`config.mk`:
```
export PLATFORM = sky130hd
export DESIGN_NAME = kts_alu
export DESIGN_NICKNAME = d
export VERILOG_FILES = /design/src/sv/kts_pkg.sv /design/src/sv/kts_alu.sv
export SDC_FILE = /design/constraint.sdc
export NUM_CORES = 2
export LEC_CHECK = 0
export BUFFER_PORTS_ARGS = -buffer_cell sky130_fd_sc_hd__buf_2
export CAP_MARGIN = 20
export CORE_UTILIZATION = 30
export DETAILED_ROUTE_END_ITERATION = 8
export PLACE_DENSITY = 0.44
export SYNTH_ARGS = -nofsm -noshare
export SYNTH_HDL_FRONTEND = slang
export SYNTH_SLANG_ARGS = --single-unit
```
`constraint.sdc`:
```
create_clock -name clock -period 9.7 [get_ports clock]
set_input_delay 2.425 -clock clock [delete_from_list [all_inputs] [get_ports clock]]
set_output_delay 2.425 -clock clock [all_outputs]
set_load 0.02 [all_outputs]
```
`src/sv/kts_pkg.sv`:
```
// Shared types, codes and the step program of the two-state Kalman step core.
package kts_pkg;

   localparam int MAG_W   = 64;   // magnitude width fed to the multiplier
   localparam int PART_W  = 32;   // partial product slice width
   localparam int PC_W    = 7;
   localparam int CSR_IDX_W = 4;

   localparam logic [PC_W-1:0] LAST_STEP = 7'd79;

   // configuration register indexes
   localparam logic [CSR_IDX_W-1:0] CSR_PROC_NOISE_00 = 4'd0;
   localparam logic [CSR_IDX_W-1:0] CSR_PROC_NOISE_01 = 4'd1;
   localparam logic [CSR_IDX_W-1:0] CSR_PROC_NOISE_10 = 4'd2;
   localparam logic [CSR_IDX_W-1:0] CSR_PROC_NOISE_11 = 4'd3;
   localparam logic [CSR_IDX_W-1:0] CSR_MEAS_NOISE    = 4'd4;
   localparam logic [CSR_IDX_W-1:0] CSR_INIT_COV_00   = 4'd5;
   localparam logic [CSR_IDX_W-1:0] CSR_INIT_COV_11   = 4'd6;
   localparam logic [CSR_IDX_W-1:0] CSR_INIT_STATE_0  = 4'd7;

   typedef enum logic [1:0] {
      ALU_ADD = 2'd0,
      ALU_SUB = 2'd1,
      ALU_MUL = 2'd2,
      ALU_DIV = 2'd3
   } alu_op_type;

   typedef enum logic [5:0] {
      SRC_ZERO, SRC_ONE,
      SRC_A00, SRC_A01, SRC_A10, SRC_A11, SRC_B0, SRC_B1, SRC_C0, SRC_C1,
      SRC_CUR, SRC_E,
      SRC_X0, SRC_X1, SRC_P0, SRC_P1, SRC_P2, SRC_P3,
      SRC_Q0, SRC_Q1, SRC_Q2, SRC_Q3, SRC_RN,
      SRC_T, SRC_U, SRC_NX0, SRC_NX1,
      SRC_T00, SRC_T01, SRC_T10, SRC_T11,
      SRC_PP00, SRC_PP01, SRC_PP10, SRC_PP11,
      SRC_PC0, SRC_PC1, SRC_CP0, SRC_CP1, SRC_S, SRC_K0, SRC_K1,
      SRC_M00, SRC_M01, SRC_M10, SRC_M11
   } src_type;

   typedef struct packed {
      alu_op_type op;
      src_type    dst;
      src_type    src_a;
      src_type    src_b;
   } step_type;

   function automatic step_type kts_step(input logic [PC_W-1:0] pc);
      step_type s;
      case (pc)
         // predicted state
         7'd0:  s = '{ALU_MUL, SRC_U,    SRC_A00,  SRC_X0};
         7'd1:  s = '{ALU_MUL, SRC_T,    SRC_A01,  SRC_X1};
         7'd2:  s = '{ALU_ADD, SRC_T,    SRC_U,    SRC_T};
         7'd3:  s = '{ALU_MUL, SRC_U,    SRC_B0,   SRC_CUR};
         7'd4:  s = '{ALU_ADD, SRC_NX0,  SRC_T,    SRC_U};
         7'd5:  s = '{ALU_MUL, SRC_U,    SRC_A10,  SRC_X0};
         7'd6:  s = '{ALU_MUL, SRC_T,    SRC_A11,  SRC_X1};
         7'd7:  s = '{ALU_ADD, SRC_T,    SRC_U,    SRC_T};
         7'd8:  s = '{ALU_MUL, SRC_U,    SRC_B1,   SRC_CUR};
         7'd9:  s = '{ALU_ADD, SRC_NX1,  SRC_T,    SRC_U};
         // A*P
         7'd10: s = '{ALU_MUL, SRC_U,    SRC_A00,  SRC_P0};
         7'd11: s = '{ALU_MUL, SRC_T,    SRC_A01,  SRC_P2};
         7'd12: s = '{ALU_ADD, SRC_T00,  SRC_U,    SRC_T};
         7'd13: s = '{ALU_MUL, SRC_U,    SRC_A00,  SRC_P1};
         7'd14: s = '{ALU_MUL, SRC_T,    SRC_A01,  SRC_P3};
         7'd15: s = '{ALU_ADD, SRC_T01,  SRC_U,    SRC_T};
         7'd16: s = '{ALU_MUL, SRC_U,    SRC_A10,  SRC_P0};
         7'd17: s = '{ALU_MUL, SRC_T,    SRC_A11,  SRC_P2};
         7'd18: s = '{ALU_ADD, SRC_T10,  SRC_U,    SRC_T};
         7'd19: s = '{ALU_MUL, SRC_U,    SRC_A10,  SRC_P1};
         7'd20: s = '{ALU_MUL, SRC_T,    SRC_A11,  SRC_P3};
         7'd21: s = '{ALU_ADD, SRC_T11,  SRC_U,    SRC_T};
         // (A*P)*A' + Q
         7'd22: s = '{ALU_MUL, SRC_U,    SRC_T00,  SRC_A00};
         7'd23: s = '{ALU_MUL, SRC_T,    SRC_T01,  SRC_A01};
         7'd24: s = '{ALU_ADD, SRC_T,    SRC_U,    SRC_T};
         7'd25: s = '{ALU_ADD, SRC_PP00, SRC_T,    SRC_Q0};
         7'd26: s = '{ALU_MUL, SRC_U,    SRC_T00,  SRC_A10};
         7'd27: s = '{ALU_MUL, SRC_T,    SRC_T01,  SRC_A11};
         7'd28: s = '{ALU_ADD, SRC_T,    SRC_U,    SRC_T};
         7'd29: s = '{ALU_ADD, SRC_PP01, SRC_T,    SRC_Q1};
         7'd30: s = '{ALU_MUL, SRC_U,    SRC_T10,  SRC_A00};
         7'd31: s = '{ALU_MUL, SRC_T,    SRC_T11,  SRC_A01};
         7'd32: s = '{ALU_ADD, SRC_T,    SRC_U,    SRC_T};
         7'd33: s = '{ALU_ADD, SRC_PP10, SRC_T,    SRC_Q2};
         7'd34: s = '{ALU_MUL, SRC_U,    SRC_T10,  SRC_A10};
         7'd35: s = '{ALU_MUL, SRC_T,    SRC_T11,  SRC_A11};
         7'd36: s = '{ALU_ADD, SRC_T,    SRC_U,    SRC_T};
         7'd37: s = '{ALU_ADD, SRC_PP11, SRC_T,    SRC_Q3};
         // P*C' and C*P
         7'd38: s = '{ALU_MUL, SRC_U,    SRC_PP00, SRC_C0};
         7'd39: s = '{ALU_MUL, SRC_T,    SRC_PP01, SRC_C1};
         7'd40: s = '{ALU_ADD, SRC_PC0,  SRC_U,    SRC_T};
         7'd41: s = '{ALU_MUL, SRC_U,    SRC_PP10, SRC_C0};
         7'd42: s = '{ALU_MUL, SRC_T,    SRC_PP11, SRC_C1};
         7'd43: s = '{ALU_ADD, SRC_PC1,  SRC_U,    SRC_T};
         7'd44: s = '{ALU_MUL, SRC_U,    SRC_C0,   SRC_PP00};
         7'd45: s = '{ALU_MUL, SRC_T,    SRC_C1,   SRC_PP10};
         7'd46: s = '{ALU_ADD, SRC_CP0,  SRC_U,    SRC_T};
         7'd47: s = '{ALU_MUL, SRC_U,    SRC_C0,   SRC_PP01};
         7'd48: s = '{ALU_MUL, SRC_T,    SRC_C1,   SRC_PP11};
         7'd49: s = '{ALU_ADD, SRC_CP1,  SRC_U,    SRC_T};
         // innovation variance and gain
         7'd50: s = '{ALU_MUL, SRC_U,    SRC_CP0,  SRC_C0};
         7'd51: s = '{ALU_MUL, SRC_T,    SRC_CP1,  SRC_C1};
         7'd52: s = '{ALU_ADD, SRC_T,    SRC_U,    SRC_T};
         7'd53: s = '{ALU_ADD, SRC_S,    SRC_T,    SRC_RN};
         7'd54: s = '{ALU_DIV, SRC_K0,   SRC_PC0,  SRC_S};
         7'd55: s = '{ALU_DIV, SRC_K1,   SRC_PC1,  SRC_S};
         // state update
         7'd56: s = '{ALU_MUL, SRC_U,    SRC_K0,   SRC_E};
         7'd57: s = '{ALU_ADD, SRC_X0,   SRC_NX0,  SRC_U};
         7'd58: s = '{ALU_MUL, SRC_U,    SRC_K1,   SRC_E};
         7'd59: s = '{ALU_ADD, SRC_X1,   SRC_NX1,  SRC_U};
         // I - K*C
         7'd60: s = '{ALU_MUL, SRC_U,    SRC_K0,   SRC_C0};
         7'd61: s = '{ALU_SUB, SRC_M00,  SRC_ONE,  SRC_U};
         7'd62: s = '{ALU_MUL, SRC_U,    SRC_K0,   SRC_C1};
         7'd63: s = '{ALU_SUB, SRC_M01,  SRC_ZERO, SRC_U};
         7'd64: s = '{ALU_MUL, SRC_U,    SRC_K1,   SRC_C0};
         7'd65: s = '{ALU_SUB, SRC_M10,  SRC_ZERO, SRC_U};
         7'd66: s = '{ALU_MUL, SRC_U,    SRC_K1,   SRC_C1};
         7'd67: s = '{ALU_SUB, SRC_M11,  SRC_ONE,  SRC_U};
         // covariance update
         7'd68: s = '{ALU_MUL, SRC_U,    SRC_M00,  SRC_PP00};
         7'd69: s = '{ALU_MUL, SRC_T,    SRC_M01,  SRC_PP10};
         7'd70: s = '{ALU_ADD, SRC_P0,   SRC_U,    SRC_T};
         7'd71: s = '{ALU_MUL, SRC_U,    SRC_M00,  SRC_PP01};
         7'd72: s = '{ALU_MUL, SRC_T,    SRC_M01,  SRC_PP11};
         7'd73: s = '{ALU_ADD, SRC_P1,   SRC_U,    SRC_T};
         7'd74: s = '{ALU_MUL, SRC_U,    SRC_M10,  SRC_PP00};
         7'd75: s = '{ALU_MUL, SRC_T,    SRC_M11,  SRC_PP10};
         7'd76: s = '{ALU_ADD, SRC_P2,   SRC_U,    SRC_T};
         7'd77: s = '{ALU_MUL, SRC_U,    SRC_M10,  SRC_PP01};
         7'd78: s = '{ALU_MUL, SRC_T,    SRC_M11,  SRC_PP11};
         7'd79: s = '{ALU_ADD, SRC_P3,   SRC_U,    SRC_T};
         default: s = '{ALU_ADD, SRC_ZERO, SRC_ZERO, SRC_ZERO};
      endcase
      return s;
   endfunction

endpackage

```
`src/sv/kts_alu.sv`:
```
// Shared saturating fixed-point unit: add, subtract, multi-cycle multiply, serial divide.
module kts_alu #(
   parameter int DATA_WIDTH = 48,
   parameter int FRAC_BITS  = 40
) (
   input  logic                  clock,
   input  logic                  reset,
   input  logic                  start,
   input  kts_pkg::alu_op_type   op,
   input  logic [DATA_WIDTH-1:0] opa,
   input  logic [DATA_WIDTH-1:0] opb,
   output logic                  done,
   output logic [DATA_WIDTH-1:0] result
);

   localparam int NUM_W  = DATA_WIDTH + FRAC_BITS;
   localparam int CNT_W  = $clog2(NUM_W + 1);
   localparam int WIDE_W = 2 * kts_pkg::MAG_W + 1;
   localparam int MAG_W  = kts_pkg::MAG_W;
   localparam int PART_W = kts_pkg::PART_W;

   typedef enum logic [4:0] {
      A_IDLE = 5'b00001,
      A_MUL  = 5'b00010,
      A_MPK  = 5'b00100,
      A_DIV  = 5'b01000,
      A_DPK  = 5'b10000
   } alu_state_type;

   alu_state_type st_ff, st_in;
   logic [CNT_W-1:0]      cnt_ff, cnt_in;
   logic                  neg_ff, neg_in;
   logic [MAG_W-1:0]      ma_ff, ma_in, mb_ff, mb_in, prod_ff, prod_in;
   logic [2*MAG_W-1:0]    acc_ff, acc_in;
   logic [NUM_W-1:0]      num_ff, num_in, quo_ff, quo_in;
   logic [DATA_WIDTH-1:0] rem_ff, rem_in, result_ff, result_in;
   logic                  done_ff, done_in;

   function automatic logic [DATA_WIDTH-1:0] magn(input logic [DATA_WIDTH-1:0] x);
      return x[DATA_WIDTH-1] ? (~x + 1'b1) : x;
   endfunction

   // saturate a sign and magnitude into the data width
   function automatic logic [DATA_WIDTH-1:0] pack(input logic neg,
                                                  input logic [WIDE_W-1:0] mag);
      logic [WIDE_W-1:0] lim;
      logic [WIDE_W-1:0] m;
      lim = (WIDE_W'(1) << (DATA_WIDTH - 1)) - (neg ? WIDE_W'(0) : WIDE_W'(1));
      m   = (mag > lim) ? lim : mag;
      return neg ? (~m[DATA_WIDTH-1:0] + 1'b1) : m[DATA_WIDTH-1:0];
   endfunction

   function automatic logic [DATA_WIDTH-1:0] sat_sum(input logic [DATA_WIDTH:0] s);
      if (s[DATA_WIDTH] != s[DATA_WIDTH-1]) begin
         return s[DATA_WIDTH] ? {1'b1, {(DATA_WIDTH-1){1'b0}}}
                              : {1'b0, {(DATA_WIDTH-1){1'b1}}};
      end
      return s[DATA_WIDTH-1:0];
   endfunction

   logic [1:0]            cur_k, prev_k;
   logic [CNT_W-1:0]      cnt_m1;
   logic [PART_W-1:0]     part_a, part_b;
   logic [2*MAG_W-1:0]    addend;
   logic [WIDE_W-1:0]     rnd;
   logic [DATA_WIDTH:0]   r2, dvs;
   logic                  ge;

   always_comb begin
      cur_k  = cnt_ff[1:0];
      cnt_m1 = cnt_ff - 1'b1;
      prev_k = cnt_m1[1:0];
      part_a = cur_k[0] ? ma_ff[MAG_W-1:PART_W] : ma_ff[PART_W-1:0];
      part_b = cur_k[1] ? mb_ff[MAG_W-1:PART_W] : mb_ff[PART_W-1:0];
      addend = {{MAG_W{1'b0}}, prod_ff} << (PART_W * (int'(prev_k[0]) + int'(prev_k[1])));
      rnd    = {1'b0, acc_ff} + (WIDE_W'(1) << (FRAC_BITS - 1));
      r2     = {rem_ff, num_ff[NUM_W-1]};
      dvs    = {1'b0, mb_ff[DATA_WIDTH-1:0]};
      ge     = (r2 >= dvs);
   end

   always_comb begin
      st_in     = st_ff;
      cnt_in    = cnt_ff;
      neg_in    = neg_ff;
      ma_in     = ma_ff;
      mb_in     = mb_ff;
      prod_in   = prod_ff;
      acc_in    = acc_ff;
      num_in    = num_ff;
      quo_in    = quo_ff;
      rem_in    = rem_ff;
      result_in = result_ff;
      done_in   = 1'b0;
      case (st_ff)
         A_IDLE: begin
            if (start) begin
               neg_in = opa[DATA_WIDTH-1] ^ opb[DATA_WIDTH-1];
               cnt_in = '0;
               case (op)
                  kts_pkg::ALU_ADD: begin
                     result_in = sat_sum({opa[DATA_WIDTH-1], opa} + {opb[DATA_WIDTH-1], opb});
                     done_in   = 1'b1;
                  end
                  kts_pkg::ALU_SUB: begin
                     result_in = sat_sum({opa[DATA_WIDTH-1], opa} - {opb[DATA_WIDTH-1], opb});
                     done_in   = 1'b1;
                  end
                  kts_pkg::ALU_MUL: begin
                     ma_in  = MAG_W'(magn(opa));
                     mb_in  = MAG_W'(magn(opb));
                     acc_in = '0;
                     st_in  = A_MUL;
                  end
                  kts_pkg::ALU_DIV: begin
                     if (opb == '0) begin
                        // zero divisor: gain forced to zero
                        result_in = '0;
                        done_in   = 1'b1;
                     end else begin
                        num_in = {magn(opa), {FRAC_BITS{1'b0}}};
                        mb_in  = MAG_W'(magn(opb));
                        rem_in = '0;
                        quo_in = '0;
                        st_in  = A_DIV;
                     end
                  end
                  default: begin
                     result_in = '0;
                     done_in   = 1'b1;
                  end
               endcase
            end
         end
         A_MUL: begin
            // slice product now, accumulate the previous slice
            prod_in = MAG_W'(part_a) * MAG_W'(part_b);
            if (cnt_ff != '0) begin
               acc_in = acc_ff + addend;
            end
            if (cnt_ff == CNT_W'(4)) begin
               st_in = A_MPK;
            end else begin
               cnt_in = cnt_ff + 1'b1;
            end
         end
         A_MPK: begin
            result_in = pack(neg_ff, rnd >> FRAC_BITS);
            done_in   = 1'b1;
            st_in     = A_IDLE;
         end
         A_DIV: begin
            rem_in = ge ? DATA_WIDTH'(r2 - dvs) : r2[DATA_WIDTH-1:0];
            quo_in = {quo_ff[NUM_W-2:0], ge};
            num_in = num_ff << 1;
            cnt_in = cnt_ff + 1'b1;
            if (cnt_ff == CNT_W'(NUM_W - 1)) begin
               st_in = A_DPK;
            end
         end
         A_DPK: begin
            result_in = pack(neg_ff, WIDE_W'(quo_ff));
            done_in   = 1'b1;
            st_in     = A_IDLE;
         end
         default: begin
            st_in = A_IDLE;
         end
      endcase
   end

   always_ff @(posedge clock) begin
      if (reset) begin
         st_ff   <= A_IDLE;
         done_ff <= 1'b0;
      end else begin
         st_ff   <= st_in;
         done_ff <= done_in;
      end
      cnt_ff    <= cnt_in;
      neg_ff    <= neg_in;
      ma_ff     <= ma_in;
      mb_ff     <= mb_in;
      prod_ff   <= prod_in;
      acc_ff    <= acc_in;
      num_ff    <= num_in;
      quo_ff    <= quo_in;
      rem_ff    <= rem_in;
      result_ff <= result_in;
   end

   assign done   = done_ff;
   assign result = result_ff;

endmodule
```
### Yosys cells after proc, flatten, opt, wreduce, memory -nomap -nowiden

Index checks and enable logic that the tools add are counted.

* add/subtract/negate cells: 13
* multiply operators: 1
* $lt $le $gt $ge: 3
* eq/ne operators: 25
* shifts and indexed selects: 1
* mux-type cells: 59
* bitwise logic cells: 5
* reductions and logical operators: 18

Operator list (count)
* 2-to-1 mux 48 bit: 18
* 2-to-1 mux 88 bit: 6
* 2-to-1 mux 128 bit: 3
* one-hot mux 88 bit (2 select lines): 2
* one-hot mux 48 bit (3 select lines): 2
* one-hot mux 128 bit (2 select lines): 1
* adder 48 x 1 -> 48 bit (second input constant): 4
* NOT 48 bit: 4
* adder 128 x 40 -> 129 bit (second input constant): 1
* greater-than comparator 88 x 129 -> 1 bit: 1
* greater-than comparator 89 x 129 -> 1 bit: 1
* adder 128 bit: 1
* one-hot mux 64 bit (2 select lines): 1
* left shift 64 x 7 -> 128 bit: 1
* one-hot mux 48 bit (2 select lines): 1
* multiplier 32 x 32 -> 64 bit: 1
* 2-to-1 mux 32 bit: 2
* 2-to-1 mux 64 bit: 1
* adder 48 x 48 -> 49 bit: 1
* >= comparator 49 x 48 -> 1 bit: 1
* subtractor 48 x 1 -> 49 bit (first input constant): 1
* subtractor 48 x 48 -> 49 bit: 1
* logical NOT 48 bit: 1
* subtractor 48 bit: 1
* 35 further kinds: 68

* register bits: 590
* output and inout port bits: 49
* logic and storage cells: 137

### Logic depth before layout (Yosys ltp)

* depth after elaboration: 10
* mapped depth: 37

### Worst setup path before layout

No wires, ideal clock.

* path kind: reg-to-reg
* from: register cnt_ff[0]
* to: register prod_ff[60], data pin
* arrival time: 9425 ps
* data required time: 9440 ps
* setup slack: 15 ps
* cell stages (with the launch flop): 34
* buffers on the path: 4
* path through: edfxtp_1 -> clkbuf_1 -> buf_1 -> buf_1 -> mux2i_1 -> clkbuf_1 -> nor2_1 -> fa_1 -> fa_1 -> fa_1 -> inv_1 -> fa_1 -> inv_1 -> fa_1 -> fa_1 -> fa_1 -> inv_1 -> fa_1 -> inv_1 -> ha_1 -> a21o_1 -> a21oi_1 -> o221ai_1 -> and3_1 -> a41oi_1 -> o21ai_0 -> a221oi_1 -> o21ai_0 -> a221o_1 -> a21o_1 -> a221o_1 -> a21o_1 -> a21oi_1 -> xnor2_1

* word-level cells in the longest chain between the ends: 2

Ends and longest elaborated chain
* start: declaration: line kts_alu.sv:31 `logic [CNT_W-1:0] cnt_ff, cnt_in;`
* start signal: assignment: line kts_alu.sv:180 `cnt_ff <= cnt_in;`
* 2-to-1 mux 32 bit: line kts_alu.sv:73 `part_a = cur_k[0] ? ma_ff[MAG_W-1:PART_W] : ma_ff[PART_W-1:0];`
* multiplier 32 x 32 -> 64 bit: line kts_alu.sv:137 `prod_in = MAG_W'(part_a) * MAG_W'(part_b);`
* end signal: assignment: line kts_alu.sv:184 `prod_ff <= prod_in;`
* end: declaration: line kts_alu.sv:33 `logic [MAG_W-1:0] ma_ff, ma_in, mb_ff, mb_in, prod_ff, prod_in;`

Every way passes these cells.
A chain may end at the register's enable or synchronous reset.

### Final worst setup path

* from: register cnt_ff[1]
* to: register prod_ff[60], data pin

* word-level cells in the longest chain between the ends: 2

Ends and longest elaborated chain
* 2-to-1 mux 32 bit: line kts_alu.sv:74 `part_b = cur_k[1] ? mb_ff[MAG_W-1:PART_W] : mb_ff[PART_W-1:0];`
* multiplier 32 x 32 -> 64 bit: line kts_alu.sv:137

Every way passes these cells.

==> results.md <==
Global routing:
- The total congestion overflow is 0.
- Across every metal layer, demand over resource in global routing totals 25.3%.
- The number of antenna violations at the first check in global routing is 17.
- The first-pass GRT wire length is between 400 and 500 mm.
- The number of global-route vias before repair is 70154.
- The maximum number of pins on one net before global-route repair is 97.

Clock tree:
- The CTS buffer count is 74.
- The clock tree from TritonCTS is yes.
- The clock slew at the register clock pins of the worst setup and hold paths is ~60 ps.
- The worst-skew pair later-pin latency is 730 ps.
- CTS placed an instance of sky130_fd_sc_hd__clkbuf_16 at the clock tree root.
- The number of levels in the clock H-tree is 3.
- Hold repair after CTS inserted 0 buffers.
- The buffer depth of the longest clock path is 3.
- The clock drives 534 sinks.

Synthesis:
- The fraction of synthesized cell area in xor and xnor cells is 4.98%.
- The count of synthesis-stage warnings from yosys is 0.
- The synthesized netlist cell count is 9250.
- The number of different library cells in the post-synthesis netlist is 92.
- The post-synthesis async set-or-reset flop share is 0%.
- The dominant combinational cell family by area after synthesis is adder cells.
- The main flop type after synthesis is sky130_fd_sc_hd__edfxtp_1.
- The share of synthesized area in the top cell type comes to 22.8%.
- The number of nets in the synthesized netlist is 10889.
- After synthesis the cells add up to 78900 um^2.
- The number of synthesized flops with an enable pin is 528.
- The share of the synthesized area in compound gates (AO/OA/AOI/OAI) is 14.1%.
- Summed over all instances, the cell type with the most area after synthesis is sky130_fd_sc_hd__fa_1.
- The average instance area after synthesis is 8.53 um^2.
- By area the synthesized netlist is led by sky130_fd_sc_hd__fa_1 (23%), sky130_fd_sc_hd__edfxtp_1 (20%), sky130_fd_sc_hd__ha_1 (10%).
- The synthesized design contains 534 register bits.
- Sequential elements use 20.3% of the synthesized area.
- After Yosys synthesis, and, or, nand and nor cells account for 18.8% of the synthesized area.
- The portion of synthesized area spent on multiplexers is under 10%.
- The post-synthesis adder-cell area fraction is 33.0%.

Job:
- Across the run, the number of max-cap violations was 0.

Critical path:
- The most numerous cell on the critical path is sky130_fd_sc_hd__fa_1.
- The worst setup path is launched from a register.
- Together, buffers and inverters on the worst path number 11.
- In this design, the largest share of critical-path delay is due to adder cells.
- By startpoint and endpoint, the worst setup path is classified as reg2reg.
- The endpoint class of the critical path is a register.
- Along the worst path, the maximum fanout reaches 7.
- The endpoint arrival time on the critical path is 9860 ps.
- The worst path required time is around 10000 ps.
- The slowest stage of the critical path is the sky130_fd_sc_hd__fa_1 cell.
- For this run, the slowest stage of the critical path takes 570 ps.

Placement:
- The setup slack at placement is -260 ps.
- The global placer's final weighted congestion is roughly 1.
- After legalization and detailed placement, the total HPWL measured 280 mm.
- The number of buffers added on ports is 149.

Floorplan:
- Measured along the x axis, the die boundary spans 515 um.
- From bottom edge to top edge, the die measures 515 um.
- The total number of placement rows is 187.
- The floorplan step defined a die boundary enclosing 265000 um^2.
- The core region is 260000 um^2.
- The number of primary I/O pins is 150.
- The initial cell density of the core is 30.3%.

Layout:
- The layout filler cell count is 27144.
- The area growth from synthesis to layout is 13.4%.
- Cells with a size suffix above 1 make up 8.93% of the layout.
- The final layout net count is approximately 11000.

Timing:
- The period utilization is 96.8%.
- The relative slew slack is 20.0%.
- The transition time at the pin with the least slew margin is 1170 ps.
- Setup violations remaining at the end of the flow were counted as 0.
- The max-slew violation total from the final report was 0.
- Static timing analysis puts the maximum clock frequency at 106 MHz.
- The final hold violation count is 0.
- The shortest clock period the worst path allows after layout is ~9400 ps.
- The clock arrives with 84.4 ps of skew.
- The worst path meets setup with 309 ps of slack.
- The total negative setup slack is 0 ps.
- The worst hold margin is 529 ps.

Routing:
- The remaining antenna violation count is 0.
- The number of design rule violations left after detail routing is 0.
- After detailed routing, the total wire length is 341 mm.
- The first TritonRoute pass finished after 8 iterations.
- The vias per cell is roughly 5.3.
- The violation count after the first detailed-routing iteration is between 6000 and 7000.
- The wire length per cell after detailed routing is 26.1 um.
- For this block, the via count after detailed routing is 69808.

Hold path:
- The classification of the worst-slack hold path is reg2reg.

Status:
- The flow ran to the end, and the final reports show no timing, DRC or antenna violations.
==> routing by layer <==
| metal | GRT usage [%] | wire length [um] | vias up | share of wire (%) |
|---|---|---|---|---|
| met2 | 40.2 | 153000 | 2530 | 45 |
| li1 | - | - | 31630 | - |
| met4 | 9.19 | 13600 | 8 | 4.0 |
| met5 | 0 | 46 | - | 0.014 |
| met3 | 3.43 | 23400 | 490 | 6.9 |
| met1 | 34.8 | 151000 | 35150 | 44 |
==> synth_stat cells (71+ instances only) <==
master	instances
sky130_fd_sc_hd__mux2i_1	71
sky130_fd_sc_hd__ha_1	638
sky130_fd_sc_hd__nand4_1	142
sky130_fd_sc_hd__clkbuf_1	386
sky130_fd_sc_hd__nand2_1	937
sky130_fd_sc_hd__nor2_1	1305
sky130_fd_sc_hd__or3_1	72
sky130_fd_sc_hd__and2_1	145
sky130_fd_sc_hd__nor2b_1	101
sky130_fd_sc_hd__a21o_1	201
sky130_fd_sc_hd__nor4_1	74
sky130_fd_sc_hd__nand3_1	154
sky130_fd_sc_hd__a21oi_1	516
sky130_fd_sc_hd__nor3_1	126
sky130_fd_sc_hd__xnor2_1	311
sky130_fd_sc_hd__xor2_1	137
sky130_fd_sc_hd__fa_1	900
sky130_fd_sc_hd__o21ai_0	348
sky130_fd_sc_hd__edfxtp_1	528
sky130_fd_sc_hd__inv_1	1191
sky130_fd_sc_hd__o21bai_1	71
==> repair_timing <==
| action | 4_1_cts | 5_1_grt |
|---|---|---|
| gates resized for setup | 8 | 51 |
| setup endpoints to repair | 14 | 23 |
| cloned | 0 | 7 |
| buffers inserted | 0 | 13 |
| pin swaps | 0 | 14 |
==> path summary, 6_finish.rpt <==
path                      startpoint               endpoint  slack, ps  cells after the start
max reg2reg  cnt_ff[1]$_SDFFCE_PN0P_  prod_ff[60]$_DFFE_PP_        310                     36
max          cnt_ff[1]$_SDFFCE_PN0P_  prod_ff[60]$_DFFE_PP_        310                     36
min             num_ff[86]$_DFFE_PP_   num_ff[87]$_DFFE_PP_        530                      1
min reg2reg     num_ff[86]$_DFFE_PP_   num_ff[87]$_DFFE_PP_        530                      1
==> worst register-to-register path, delay by kind of cell, from the launching register on <==
family,cells,cell delay [ps]
AO/OA/AOI/OAI,10,2120
flip-flops,1,510
XOR/XNOR,1,80
AND/OR/NAND/NOR,5,700
adder cells (fa/ha/maj),9,4440
buffers and inverters,11,1320
==> through the flow <==
stage          area, um^2  util [%]  cells
6_report            89400      34.3  13049
5_1_grt             89400      34.3  13044
3_5_place_dp        86500      33.2  12892
3_3_place_gp        86500      33.2  12892
2_1_floorplan       78900         -   9250
4_1_cts             88900      34.1  13022
==> cells by family after synthesis <==
| logic type | Yosys count |
|---|---|
| XOR/XNOR | 448 |
| buffers and inverters | 1599 |
| AND/OR/NAND/NOR | 3288 |
| multiplexers | 96 |
| flip-flops | 534 |
| adder cells (fa/ha/maj) | 1538 |
| AO/OA/AOI/OAI | 1747 |
==> area by class of cell <==
class                      count  area (um^2)  share of cell area (%)
clock inverter                49          484                   0.542
clock buffer                  81         1880                    2.10
sequential                   534        16000                    17.9
antenna                        7         17.5                  0.0196
tap                         3496         4370                    4.89
multi-input combinational   7117        57400                    64.2
timing repair buffer         571         4780                    5.35
inverter                    1194         4480                    5.01
==> sequential cells by signal (all words and copies together), names as in the netlist, 48 cells and up <==
| register | cells |
|---|---|
| rem_ff | 48 |
| prod_ff | 64 |
| num_ff | 48 |
| result | 48 |
| ma_ff | 48 |
| acc_ff | 128 |
| quo_ff | 88 |
| mb_ff | 48 |
==> placed cells by master, fill, tap and decap left out, types with 55 or more instances in the layout <==
cell | Yosys | routed
sky130_fd_sc_hd__nor2_1 | 1305 | 1300
sky130_fd_sc_hd__inv_1 | 1191 | 1190
sky130_fd_sc_hd__nand2_1 | 937 | 935
sky130_fd_sc_hd__fa_1 | 900 | 897
sky130_fd_sc_hd__ha_1 | 638 | 637
sky130_fd_sc_hd__edfxtp_1 | 528 | 528
sky130_fd_sc_hd__a21oi_1 | 516 | 511
sky130_fd_sc_hd__buf_4 | 0 | 349
sky130_fd_sc_hd__o21ai_0 | 348 | 342
sky130_fd_sc_hd__xnor2_1 | 311 | 310
sky130_fd_sc_hd__a21o_1 | 201 | 201
sky130_fd_sc_hd__nand3_1 | 154 | 153
sky130_fd_sc_hd__buf_2 | 2 | 149
sky130_fd_sc_hd__and2_1 | 145 | 145
sky130_fd_sc_hd__nand4_1 | 142 | 142
sky130_fd_sc_hd__xor2_1 | 137 | 134
sky130_fd_sc_hd__nor3_1 | 126 | 124
sky130_fd_sc_hd__nor2b_1 | 101 | 95
sky130_fd_sc_hd__clkbuf_16 | 0 | 81
sky130_fd_sc_hd__or3_1 | 72 | 72
sky130_fd_sc_hd__o21bai_1 | 71 | 71
sky130_fd_sc_hd__nor4_1 | 74 | 71
sky130_fd_sc_hd__a31oi_1 | 70 | 70
sky130_fd_sc_hd__o31ai_1 | 65 | 64
sky130_fd_sc_hd__and3_1 | 62 | 58
sky130_fd_sc_hd__buf_12 | 0 | 56
sky130_fd_sc_hd__a211oi_1 | 58 | 55
sky130_fd_sc_hd__o22ai_1 | 55 | 55
Power is not shown: default switching activity piles up to over one toggle a cycle in this logic, so the estimate is an artifact.
